$ cat src/hdl/phr_pkg.sv
package phr_pkg;

  // Default sizes of the ring and of one readout
  localparam int RING_DEPTH_DEF = 32;
  localparam int REPORT_MAX_DEF = 16;

  // Width of the report count field on the result port
  localparam int REPORT_W = 5;

  // Transaction kinds on the command port
  localparam logic KIND_STORE = 1'b0;
  localparam logic KIND_READ  = 1'b1;

  // One stylus sample as it arrives and as it is kept
  typedef struct packed {
    logic signed [7:0] pen_status;
    logic signed [7:0] tool_kind;
    logic signed [7:0] tilt_x;
    logic signed [7:0] tilt_y;
    logic [15:0]       pos_x;
    logic [15:0]       pos_y;
    logic [15:0]       pressure;
  } sample_t;

  // Classified command held in the queue
  typedef struct packed {
    logic    is_read;
    sample_t sample;
  } cmd_t;

  // Head of the queue as seen by the execution side
  typedef struct packed {
    logic valid;
    cmd_t cmd;
  } cmd_slot_t;

  // One ring entry
  typedef struct packed {
    logic [7:0] frame;
    sample_t    sample;
  } entry_t;

endpackage

$ cat src/hdl/pen_sample_history_ring.sv
// Channel   Handshake              Fields
// command   start in, busy out     kind, pen_status, tool_kind, tilt_x_in, tilt_y_in,
//                                  pos_x_in, pos_y_in, pressure_in
// result    result_valid out       report_count, frame_number, pen_status_out,
//                                  tool_kind_out, tilt_x_out, tilt_y_out, pos_x_out,
//                                  pos_y_out, pressure_out, last_entry
//
// A transaction is taken when start is high and busy low; a two-entry queue decouples
// intake from execution, and busy rises only while that queue is full.
// A store occupies the execution side only for its pop; a readout of N entries holds it for
// the pop plus one ring read port access per entry, and an empty readout only for its pop.
// Results appear one per cycle with result_valid for exactly one cycle; they cannot be held off.
// Reset (rst, synchronous) empties the queue and clears pointer, count and frame number;
// the ring itself is not cleared, since only written entries are ever read.
module pen_sample_history_ring #(
  parameter int RING_DEPTH = phr_pkg::RING_DEPTH_DEF,
  parameter int REPORT_MAX = phr_pkg::REPORT_MAX_DEF
) (
  input  logic                          clk,
  input  logic                          rst,
  input  logic                          start,
  output logic                          busy,
  input  logic                          kind,
  input  logic signed [7:0]             pen_status,
  input  logic signed [7:0]             tool_kind,
  input  logic signed [7:0]             tilt_x_in,
  input  logic signed [7:0]             tilt_y_in,
  input  logic [15:0]                   pos_x_in,
  input  logic [15:0]                   pos_y_in,
  input  logic [15:0]                   pressure_in,
  output logic                          result_valid,
  output logic [phr_pkg::REPORT_W-1:0]  report_count,
  output logic [7:0]                    frame_number,
  output logic signed [7:0]             pen_status_out,
  output logic signed [7:0]             tool_kind_out,
  output logic signed [7:0]             tilt_x_out,
  output logic signed [7:0]             tilt_y_out,
  output logic [15:0]                   pos_x_out,
  output logic [15:0]                   pos_y_out,
  output logic [15:0]                   pressure_out,
  output logic                          last_entry
);
  import phr_pkg::*;

  sample_t   in_sample;
  sample_t   result_sample;
  cmd_slot_t head;
  logic      pop;

  // Gather the incoming sample fields
  assign in_sample = '{
    pen_status: pen_status,
    tool_kind:  tool_kind,
    tilt_x:     tilt_x_in,
    tilt_y:     tilt_y_in,
    pos_x:      pos_x_in,
    pos_y:      pos_y_in,
    pressure:   pressure_in
  };

  phr_front u_front (
    .clk    (clk),
    .rst    (rst),
    .start  (start),
    .kind   (kind),
    .sample (in_sample),
    .busy   (busy),
    .head   (head),
    .pop    (pop)
  );

  phr_back #(
    .RING_DEPTH (RING_DEPTH),
    .REPORT_MAX (REPORT_MAX)
  ) u_back (
    .clk           (clk),
    .rst           (rst),
    .head          (head),
    .pop           (pop),
    .result_valid  (result_valid),
    .last_entry    (last_entry),
    .report_count  (report_count),
    .frame_number  (frame_number),
    .result_sample (result_sample)
  );

  // Spread the stored sample over the result ports
  assign pen_status_out = result_sample.pen_status;
  assign tool_kind_out  = result_sample.tool_kind;
  assign tilt_x_out     = result_sample.tilt_x;
  assign tilt_y_out     = result_sample.tilt_y;
  assign pos_x_out      = result_sample.pos_x;
  assign pos_y_out      = result_sample.pos_y;
  assign pressure_out   = result_sample.pressure;

endmodule

$ cat src/hdl/phr_front.sv
module phr_front (
  input  logic                clk,
  input  logic                rst,
  input  logic                start,
  input  logic                kind,
  input  phr_pkg::sample_t    sample,
  output logic                busy,
  output phr_pkg::cmd_slot_t  head,
  input  logic                pop
);
  import phr_pkg::*;

  // Two-entry queue; pointers wrap naturally, so the depth stays a power of two
  localparam int QUEUE_DEPTH = 2;
  localparam int QPTR_W      = $clog2(QUEUE_DEPTH);
  localparam int FILL_W      = $clog2(QUEUE_DEPTH + 1);
  localparam logic [FILL_W-1:0] FILL_FULL = FILL_W'(QUEUE_DEPTH);

  cmd_t              slots [QUEUE_DEPTH];
  logic [QPTR_W-1:0] rd_ptr;
  logic [QPTR_W-1:0] wr_ptr;
  logic [FILL_W-1:0] fill;
  logic              accept;
  logic              push;

  // Take a transaction whenever the queue has room
  assign busy   = (fill == FILL_FULL);
  assign accept = start && !busy;

  // Drop store transactions that carry no pen contact
  assign push = accept && ((kind == KIND_READ) || (sample.pen_status != 8'sd0));

  // Hold queued commands
  always_ff @(posedge clk) begin
    if (push) begin
      slots[wr_ptr] <= '{is_read: (kind == KIND_READ), sample: sample};
    end
  end

  // Advance pointers and fill level
  always_ff @(posedge clk) begin
    if (rst) begin
      rd_ptr <= '0;
      wr_ptr <= '0;
      fill   <= '0;
    end else begin
      if (push) begin
        wr_ptr <= wr_ptr + 1'b1;
      end
      if (pop) begin
        rd_ptr <= rd_ptr + 1'b1;
      end
      unique case ({push, pop})
        2'b10:   fill <= fill + 1'b1;
        2'b01:   fill <= fill - 1'b1;
        default: fill <= fill;
      endcase
    end
  end

  assign head.valid = (fill != '0);
  assign head.cmd   = slots[rd_ptr];

  // The execution side only pops a present command
  a_pop_nonempty: assert property (@(posedge clk) disable iff (rst)
    pop |-> fill != '0)
    else $error("queue popped while empty");

  // A dropped sample must never reach the queue
  a_no_empty_store: assert property (@(posedge clk) disable iff (rst)
    push && (kind == KIND_STORE) |-> sample.pen_status != 8'sd0)
    else $error("zero-status sample queued");

endmodule

$ cat src/hdl/phr_back.sv
module phr_back #(
  parameter int RING_DEPTH = phr_pkg::RING_DEPTH_DEF,
  parameter int REPORT_MAX = phr_pkg::REPORT_MAX_DEF
) (
  input  logic                            clk,
  input  logic                            rst,
  input  phr_pkg::cmd_slot_t              head,
  output logic                            pop,
  output logic                            result_valid,
  output logic                            last_entry,
  output logic [phr_pkg::REPORT_W-1:0]    report_count,
  output logic [7:0]                      frame_number,
  output phr_pkg::sample_t                result_sample
);
  import phr_pkg::*;

  localparam int COUNT_CAP = (REPORT_MAX < RING_DEPTH) ? REPORT_MAX : RING_DEPTH;
  localparam int PTR_W     = $clog2(RING_DEPTH);
  localparam int CNT_W     = $clog2(COUNT_CAP + 1);
  localparam logic [PTR_W-1:0] PTR_LAST  = PTR_W'(RING_DEPTH - 1);
  localparam logic [PTR_W:0]   DEPTH_EXT = (PTR_W + 1)'(RING_DEPTH);
  localparam logic [CNT_W-1:0] CNT_CAP   = CNT_W'(COUNT_CAP);
  localparam logic [CNT_W-1:0] CNT_ONE   = CNT_W'(1);

  typedef enum logic [1:0] {
    ST_IDLE = 2'b01,
    ST_WALK = 2'b10
  } state_t;

  entry_t           ring [RING_DEPTH];
  entry_t           rdata;
  state_t           state;
  state_t           state_next;
  logic [PTR_W-1:0] write_pointer;
  logic [PTR_W-1:0] read_pointer;
  logic [PTR_W-1:0] start_ptr;
  logic [PTR_W:0]   start_sum;
  logic [CNT_W-1:0] stored_count;
  logic [CNT_W-1:0] remaining;
  logic [CNT_W-1:0] readout_count;
  logic [7:0]       frame_counter;
  logic             zero_r;
  logic             do_store;
  logic             do_read;

  // Take the next command only between readouts
  assign pop      = (state == ST_IDLE) && head.valid;
  assign do_store = pop && !head.cmd.is_read;
  assign do_read  = pop && head.cmd.is_read;

  // Oldest entry of the readout: write pointer minus count, wrapped once
  assign start_sum = {1'b0, write_pointer} + DEPTH_EXT - (PTR_W + 1)'(stored_count);
  assign start_ptr = (start_sum >= DEPTH_EXT) ? PTR_W'(start_sum - DEPTH_EXT)
                                              : PTR_W'(start_sum);

  // Ring storage: one write port, one registered read port
  always_ff @(posedge clk) begin
    if (do_store) begin
      ring[write_pointer] <= '{frame: frame_counter, sample: head.cmd.sample};
    end
    if (state == ST_WALK) begin
      rdata <= ring[read_pointer];
    end
  end

  // Walk the readout until the last entry has been issued
  always_comb begin
    state_next = state;
    unique case (state)
      ST_IDLE: begin
        if (do_read && (stored_count != '0)) begin
          state_next = ST_WALK;
        end
      end
      ST_WALK: begin
        if (remaining == CNT_ONE) begin
          state_next = ST_IDLE;
        end
      end
      default: state_next = ST_IDLE;
    endcase
  end

  // Pointers, counters and result strobe
  always_ff @(posedge clk) begin
    if (rst) begin
      state         <= ST_IDLE;
      write_pointer <= '0;
      read_pointer  <= '0;
      stored_count  <= '0;
      remaining     <= '0;
      readout_count <= '0;
      frame_counter <= '0;
      zero_r        <= 1'b0;
      result_valid  <= 1'b0;
      last_entry    <= 1'b0;
    end else begin
      state        <= state_next;
      result_valid <= 1'b0;
      last_entry   <= 1'b0;
      if (do_store) begin
        frame_counter <= frame_counter + 8'd1;
        if (stored_count != CNT_CAP) begin
          stored_count <= stored_count + 1'b1;
        end
        write_pointer <= (write_pointer == PTR_LAST) ? '0 : write_pointer + 1'b1;
      end
      if (do_read) begin
        readout_count <= stored_count;
        remaining     <= stored_count;
        read_pointer  <= start_ptr;
        zero_r        <= (stored_count == '0);
        // Empty history: one blank, final transaction
        if (stored_count == '0) begin
          result_valid <= 1'b1;
          last_entry   <= 1'b1;
        end
      end
      if (state == ST_WALK) begin
        result_valid <= 1'b1;
        last_entry   <= (remaining == CNT_ONE);
        zero_r       <= 1'b0;
        remaining    <= remaining - 1'b1;
        read_pointer <= (read_pointer == PTR_LAST) ? '0 : read_pointer + 1'b1;
      end
    end
  end

  // Blank the entry fields on an empty readout
  assign report_count  = REPORT_W'(readout_count);
  assign frame_number  = zero_r ? 8'd0 : rdata.frame;
  assign result_sample = zero_r ? '0 : rdata.sample;

  a_count_capped: assert property (@(posedge clk) disable iff (rst)
    stored_count <= CNT_CAP)
    else $error("stored count beyond cap");

  a_walk_has_work: assert property (@(posedge clk) disable iff (rst)
    (state == ST_WALK) |-> (remaining != '0) && (remaining <= readout_count))
    else $error("walk with no entries left");

  a_blank_is_last: assert property (@(posedge clk) disable iff (rst)
    result_valid && zero_r |-> last_entry && (readout_count == '0))
    else $error("blank result not final");

endmodule
$ cat config.mk
export PLATFORM = sky130hd
export DESIGN_NAME = pen_sample_history_ring
export DESIGN_NICKNAME = d
export VERILOG_FILES = /design/src/hdl/phr_pkg.sv /design/src/hdl/pen_sample_history_ring.sv /design/src/hdl/phr_front.sv /design/src/hdl/phr_back.sv
export SDC_FILE = /design/constraint.sdc
export NUM_CORES = 2
export LEC_CHECK = 0
export BUFFER_PORTS_ARGS = -buffer_cell sky130_fd_sc_hd__buf_2
export CELL_PAD_IN_SITES_DETAIL_PLACEMENT = 2
export CELL_PAD_IN_SITES_GLOBAL_PLACEMENT = 2
export CORE_MARGIN = 10
export CORE_UTILIZATION = 35
export CTS_BUF_LIST = sky130_fd_sc_hd__clkbuf_4
export DETAILED_ROUTE_END_ITERATION = 6
export GPL_ROUTABILITY_DRIVEN = 0
export PLACE_DENSITY = 0.69
export SETUP_SLACK_MARGIN = 0.02
export SYNTH_ARGS = -nofsm -noshare
export SYNTH_HDL_FRONTEND = slang
export SYNTH_SLANG_ARGS = --single-unit
$ cat constraint.sdc
create_clock -name clk -period 12.7 [get_ports clk]
set_clock_uncertainty 0.1 [all_clocks]
set_input_delay 1.27 -clock clk [delete_from_list [all_inputs] [get_ports clk]]
set_output_delay 1.27 -clock clk [all_outputs]
set_load 0.1 [all_outputs]
Yosys cells after proc, flatten, opt, wreduce, memory -nomap -nowiden
Memory sizes are Yosys's and may differ from the RTL's. A register that Yosys moved wholly into a read port is not among the register bits.
Cells that the tools add are included.
Widths: inputs -> output; s select.
- logic and storage cells: 80
- memories kept: 2
- register bits after elaboration: 42
- memory bits (writable): 2978
- memories (name ; depth ; bits a word ; read ports ; clocked after memory_dff ; write ports ; RTL line ; text):
    u_back.ring ; 32 ; 88 ; 1 ; 1 ; 1 ; phr_back.sv:30 ; entry_t ring [RING_DEPTH];
    u_front.slots ; 2 ; 81 ; 1 ; 1 ; 1 ; phr_front.sv:19 ; cmd_t slots [QUEUE_DEPTH];
- multiplexer cells: 23
- reduce and logical (&&, ||, !) cells: 18
- order comparisons: 1
- $add $sub $neg: 12
- eq/ne operators: 11
- operator list (cell ; count):
    $mux 80 ; 1
    $mux 5 ; 7
    $add 5x1->5 const B ; 3
    $eq 5x5->1 const B ; 2
    $mux 1 ; 10
    $sub 5x1->5 const B ; 2
    $add 8x1->8 const B ; 1
    $mux 8 ; 1
    $pmux 2 s2 ; 2
    $reduce_bool 8->1 ; 1
    $add 5x6->6 const B ; 1
    $eq 2x2->1 const B ; 3
    $ge 6x6->1 const B ; 1
    $logic_and 1x1->1 ; 6
    $reduce_bool 2->1 ; 3
    $sub 6x5->6 ; 1
    $eq 5x1->1 const B ; 1
    $logic_not 5->1 ; 1
    $ne 5x5->1 const B ; 1
    $reduce_bool 5->1 ; 1
    $eq 2x1->1 const B ; 2
    $mux 2 ; 2
    $ne 2x2->1 const B ; 2
    $reduce_and 2->1 ; 2
    other kinds (6) ; 8

Longest topological paths before layout
- depth after elaboration: 6
- depth in mapped cells: 10
- depth with buffers taken out: 9

Hierarchy
From an unflattened synthesis, not the netlist that was laid out.
- cell total of the unflattened synthesis: 5690
- area, all modules: 118127.0 um^2
- modules (own cells, without submodules) (module ; area each (um^2) ; cells an instance ; seq. area each (um^2) ; instances):
    phr_back ; 112056.2 ; 5409 ; 87964.4 ; 1
    phr_front ; 6070.8 ; 281 ; 4964.8 ; 1

Least setup slack after synthesis
OpenSTA, ideal clock, no wires.
- path kind: register to register
- from: reg (tool-made name)
- to: mem u_back.ring[12][0] (netlist bit), enable pin
- data required time: 12064 ps
- path slack: 6886 ps
- stages on the path, launching flop included: 7
- path buffers: 2
- arrival: 5178 ps
- period minus slack after synthesis: 5814 ps
- library setup time: 536 ps
- cells stage by stage: dfxtp_1 -> buf_6 -> mux2_4 -> nor3_1 -> buf_2 -> nand2_1 -> nor2_1
- RTL lines (item ; RTL line):
    end: declaration ; phr_back.sv:30

==> results.json <==
{
  "grt_max_degree": 126,
  "cts_root_buffer": "clkbuf_4",
  "worstSkewPairLatency_ns": 1.63,
  "place_area_um2": 124600,
  "grt_pass1_wl_um": 574100,
  "finalNonFillerCells": 11336,
  "finalSetupTns_ns": 0,
  "numCtsBuffers": 801,
  "syn_nets": 5417,
  "synth_edf_count": 3066,
  "min_period_over_period_pct": 42.45,
  "final_max_slew_viol_count": 0,
  "fin_crit_ns": 5.391,
  "vdd_drop_max_mv": 0.1522,
  "clockBufferDepth": 4,
  "hp-start": "rst",
  "end_kind": "register",
  "n_fill_cell": 31841,
  "avgRoutedWirePerCell_um": 35.97,
  "nets": 6329,
  "hpwl_um": 216000,
  "avgSynthCellArea_um2": 22.21,
  "portBuffers": 179,
  "cp_max_fo": 41,
  "synth-seq-area-share_pct": 78.72,
  "cp.required_ns": 13.78,
  "power.leakage_nw": 41.55,
  "cap_viol_max_count": 0,
  "finalSetupViolations": 0,
  "fmax_ghz": 0.1855,
  "dieArea_um2": 360900,
  "synth_cells": 5315,
  "drive_gt1_share_pct": 34.54,
  "hp-class": "primary input to register",
  "track_usage_pct": 21.93,
  "cts_setup_buffers": 0,
  "holdWs_ns": 0.2086,
  "drt_iter0_drc": 6805,
  "initial_core_util_pct": 35.10,
  "grt-ovfl-total": 0,
  "ys_ff_latch": 3109,
  "num_rows": 213,
  "io_pins": 180,
  "syn-cell-area_um2": 118100,
  "dr.pass1.iters": 5,
  "path_clk_slew_ns": 0.07,
  "worstMarginPinSlew_ns": 1.459,
  "core-area_um2": 336300,
  "vias_per_cell": 5.616,
  "rsz0062_at_grt": "no",
  "ys.flop_type": "edfxtp_1",
  "drtAntennaViolNets": 0,
  "status": "finished clean",
  "cts_tree": "done",
  "grt_pass1_vias": 70663,
  "die_x_um": 600.8,
  "syn2layout_area_growth_pct": 14.70,
  "antenna_found_initial": 27,
  "ys_async_sr_fraction_pct": 0,
  "htree_num_levels": 6,
  "regToRegSetupSlack_ns": 7.31,
  "crit_arrival_ns": 6.47,
  "cts_sinks": 3109,
  "crit_type": "register to register",
  "drc_errors": 0,
  "seq_area_um2": 92960,
  "die_y_um": 600.8,
  "vias": 63658,
  "dpl.cell_count": 9858,
  "routed_wl_um": 407800,
  "slew_headroom_pct": 2.510,
  "hold_viol_final": 0,
  "multi_input_area_um2": 23830,
  "synth_cell_types": 48,
  "synth_warnings": 0,
  "layout_commonest_cell": "edfxtp_1",
  "post-route-util_pct": 40.26,
  "p_per_area_nw_per_um2": 196.6,
  "cp-start-kind": "register",
  "stdcell_area_um2": 135400,
  "final_cell_mix": "edfxtp_1, clkbuf_4, mux4_2, mux2i_1, buf_2"
}
==> through the flow <==
| step | total power (W) | setup slack (ns) |
|---|---|---|
| final | 0.02662 | 7.309 |
| after detailed placement | 0.01796 | 7.474 |
| after CTS | 0.02691 | 7.279 |
| after floorplan | 0.01616 | 6.886 |
| after global placement | 0.01757 | 7.835 |
| after global routing | 0.02769 | 7.195 |
==> worst max-delay path, cell delays in order, from the launching register on <==
cell and delay (ns):
dfxtp_4 0.48, mux2_4 0.37, nor3_2 0.25, buf_4 0.29, nand2_1 0.52, nor2_4 0.99, buf_4 1.01, buf_4 0.74
==> Yosys cell counts, types with 16 or more instances <==
cell type | n | area, um^2
o22ai_1 | 110 | 688.2
buf_4 | 53 | 397.9
buf_1 | 16 | 60.06
nor2_1 | 200 | 750.7
mux4_2 | 596 | 13420
a211oi_1 | 116 | 870.8
clkbuf_1 | 105 | 394.1
mux2_2 | 110 | 1239
ha_1 | 17 | 212.7
nand2_1 | 54 | 202.7
a2111oi_0 | 30 | 262.8
mux2i_1 | 364 | 3643
nor2b_1 | 95 | 594.3
o221ai_1 | 46 | 402.9
dfxtp_1 | 43 | 860.8
buf_2 | 94 | 470.5
buf_6 | 23 | 259.0
a21oi_1 | 18 | 90.09
edfxtp_1 | 3066 | 92070
==> kinds of logic (layout without fill, tap and decap cells) <==
| group | after synthesis | after routing | share of synthesized area [%] |
|---|---|---|---|
| DFF | 3109 | 3109 | 78.72 |
| AOI/OAI and AO/OA | 390 | 390 | 2.424 |
| and+or+nand+nor | 405 | 405 | 1.621 |
| adders and majority gates | 18 | 18 | 0.1971 |
| muxes | 1071 | 1071 | 15.52 |
| buffers and inverters | 302 | 1779 | 1.375 |
| other | 0 | 29 | 0 |
| xor gates and xnor gates | 20 | 20 | 0.1484 |
==> power by group <==
group,total [W],internal (W),switching (W),leakage (nW)
clock network,0.00887,0.00439,0.00449,5.93
logic,0.00527,0.00172,0.00355,7.57
registers,0.0125,0.0123,0.000149,28.1
==> state kept, by name, summed over array words and instances (netlist names), 2 cells and up, named ones only <==
register and count:
u_back.remaining 5, u_back.rdata 88, u_back.ring 2816, u_front.slots 162, u_back.stored_count 5, u_front.fill 2, u_back.write_pointer 5, u_back.state 2
u_back.report_count 5, u_back.frame_counter 8, u_back.read_pointer 5
==> path summary, 6_finish.rpt <==
check | end | depth (start not counted)
worst min register to register | u_back.report_count[1] | 2
worst min-delay path | register | 2
worst max register to register | u_back.ring[1][63] | 7
worst max-delay path | u_back.ring[1][63] | 7
==> what timing repair did <==
item | 4_1_cts | 5_1_grt
gates resized for setup | 0 | 0
hold buffers | 81 | 0
endpoints found under the hold margin | 162 | 0
==> routing by layer <==
metal,track usage (%),part of all wire [%]
met4,8.002,3.5
met3,3.973,6.5
met5,0,0.011
met1,27.01,38
met2,38.62,52
==> cell type report <==
type | count | share of cell area [%]
sequential | 3109 | 68.65
multi-input combinational | 1904 | 17.60
clock buffer | 1197 | 6.636
tap | 4515 | 4.172
timing repair buffer | 400 | 2.138
clock inverter | 171 | 0.7198
antenna | 29 | 0.05359
inverter | 11 | 0.03419
Power figures use the tool's default switching activity.
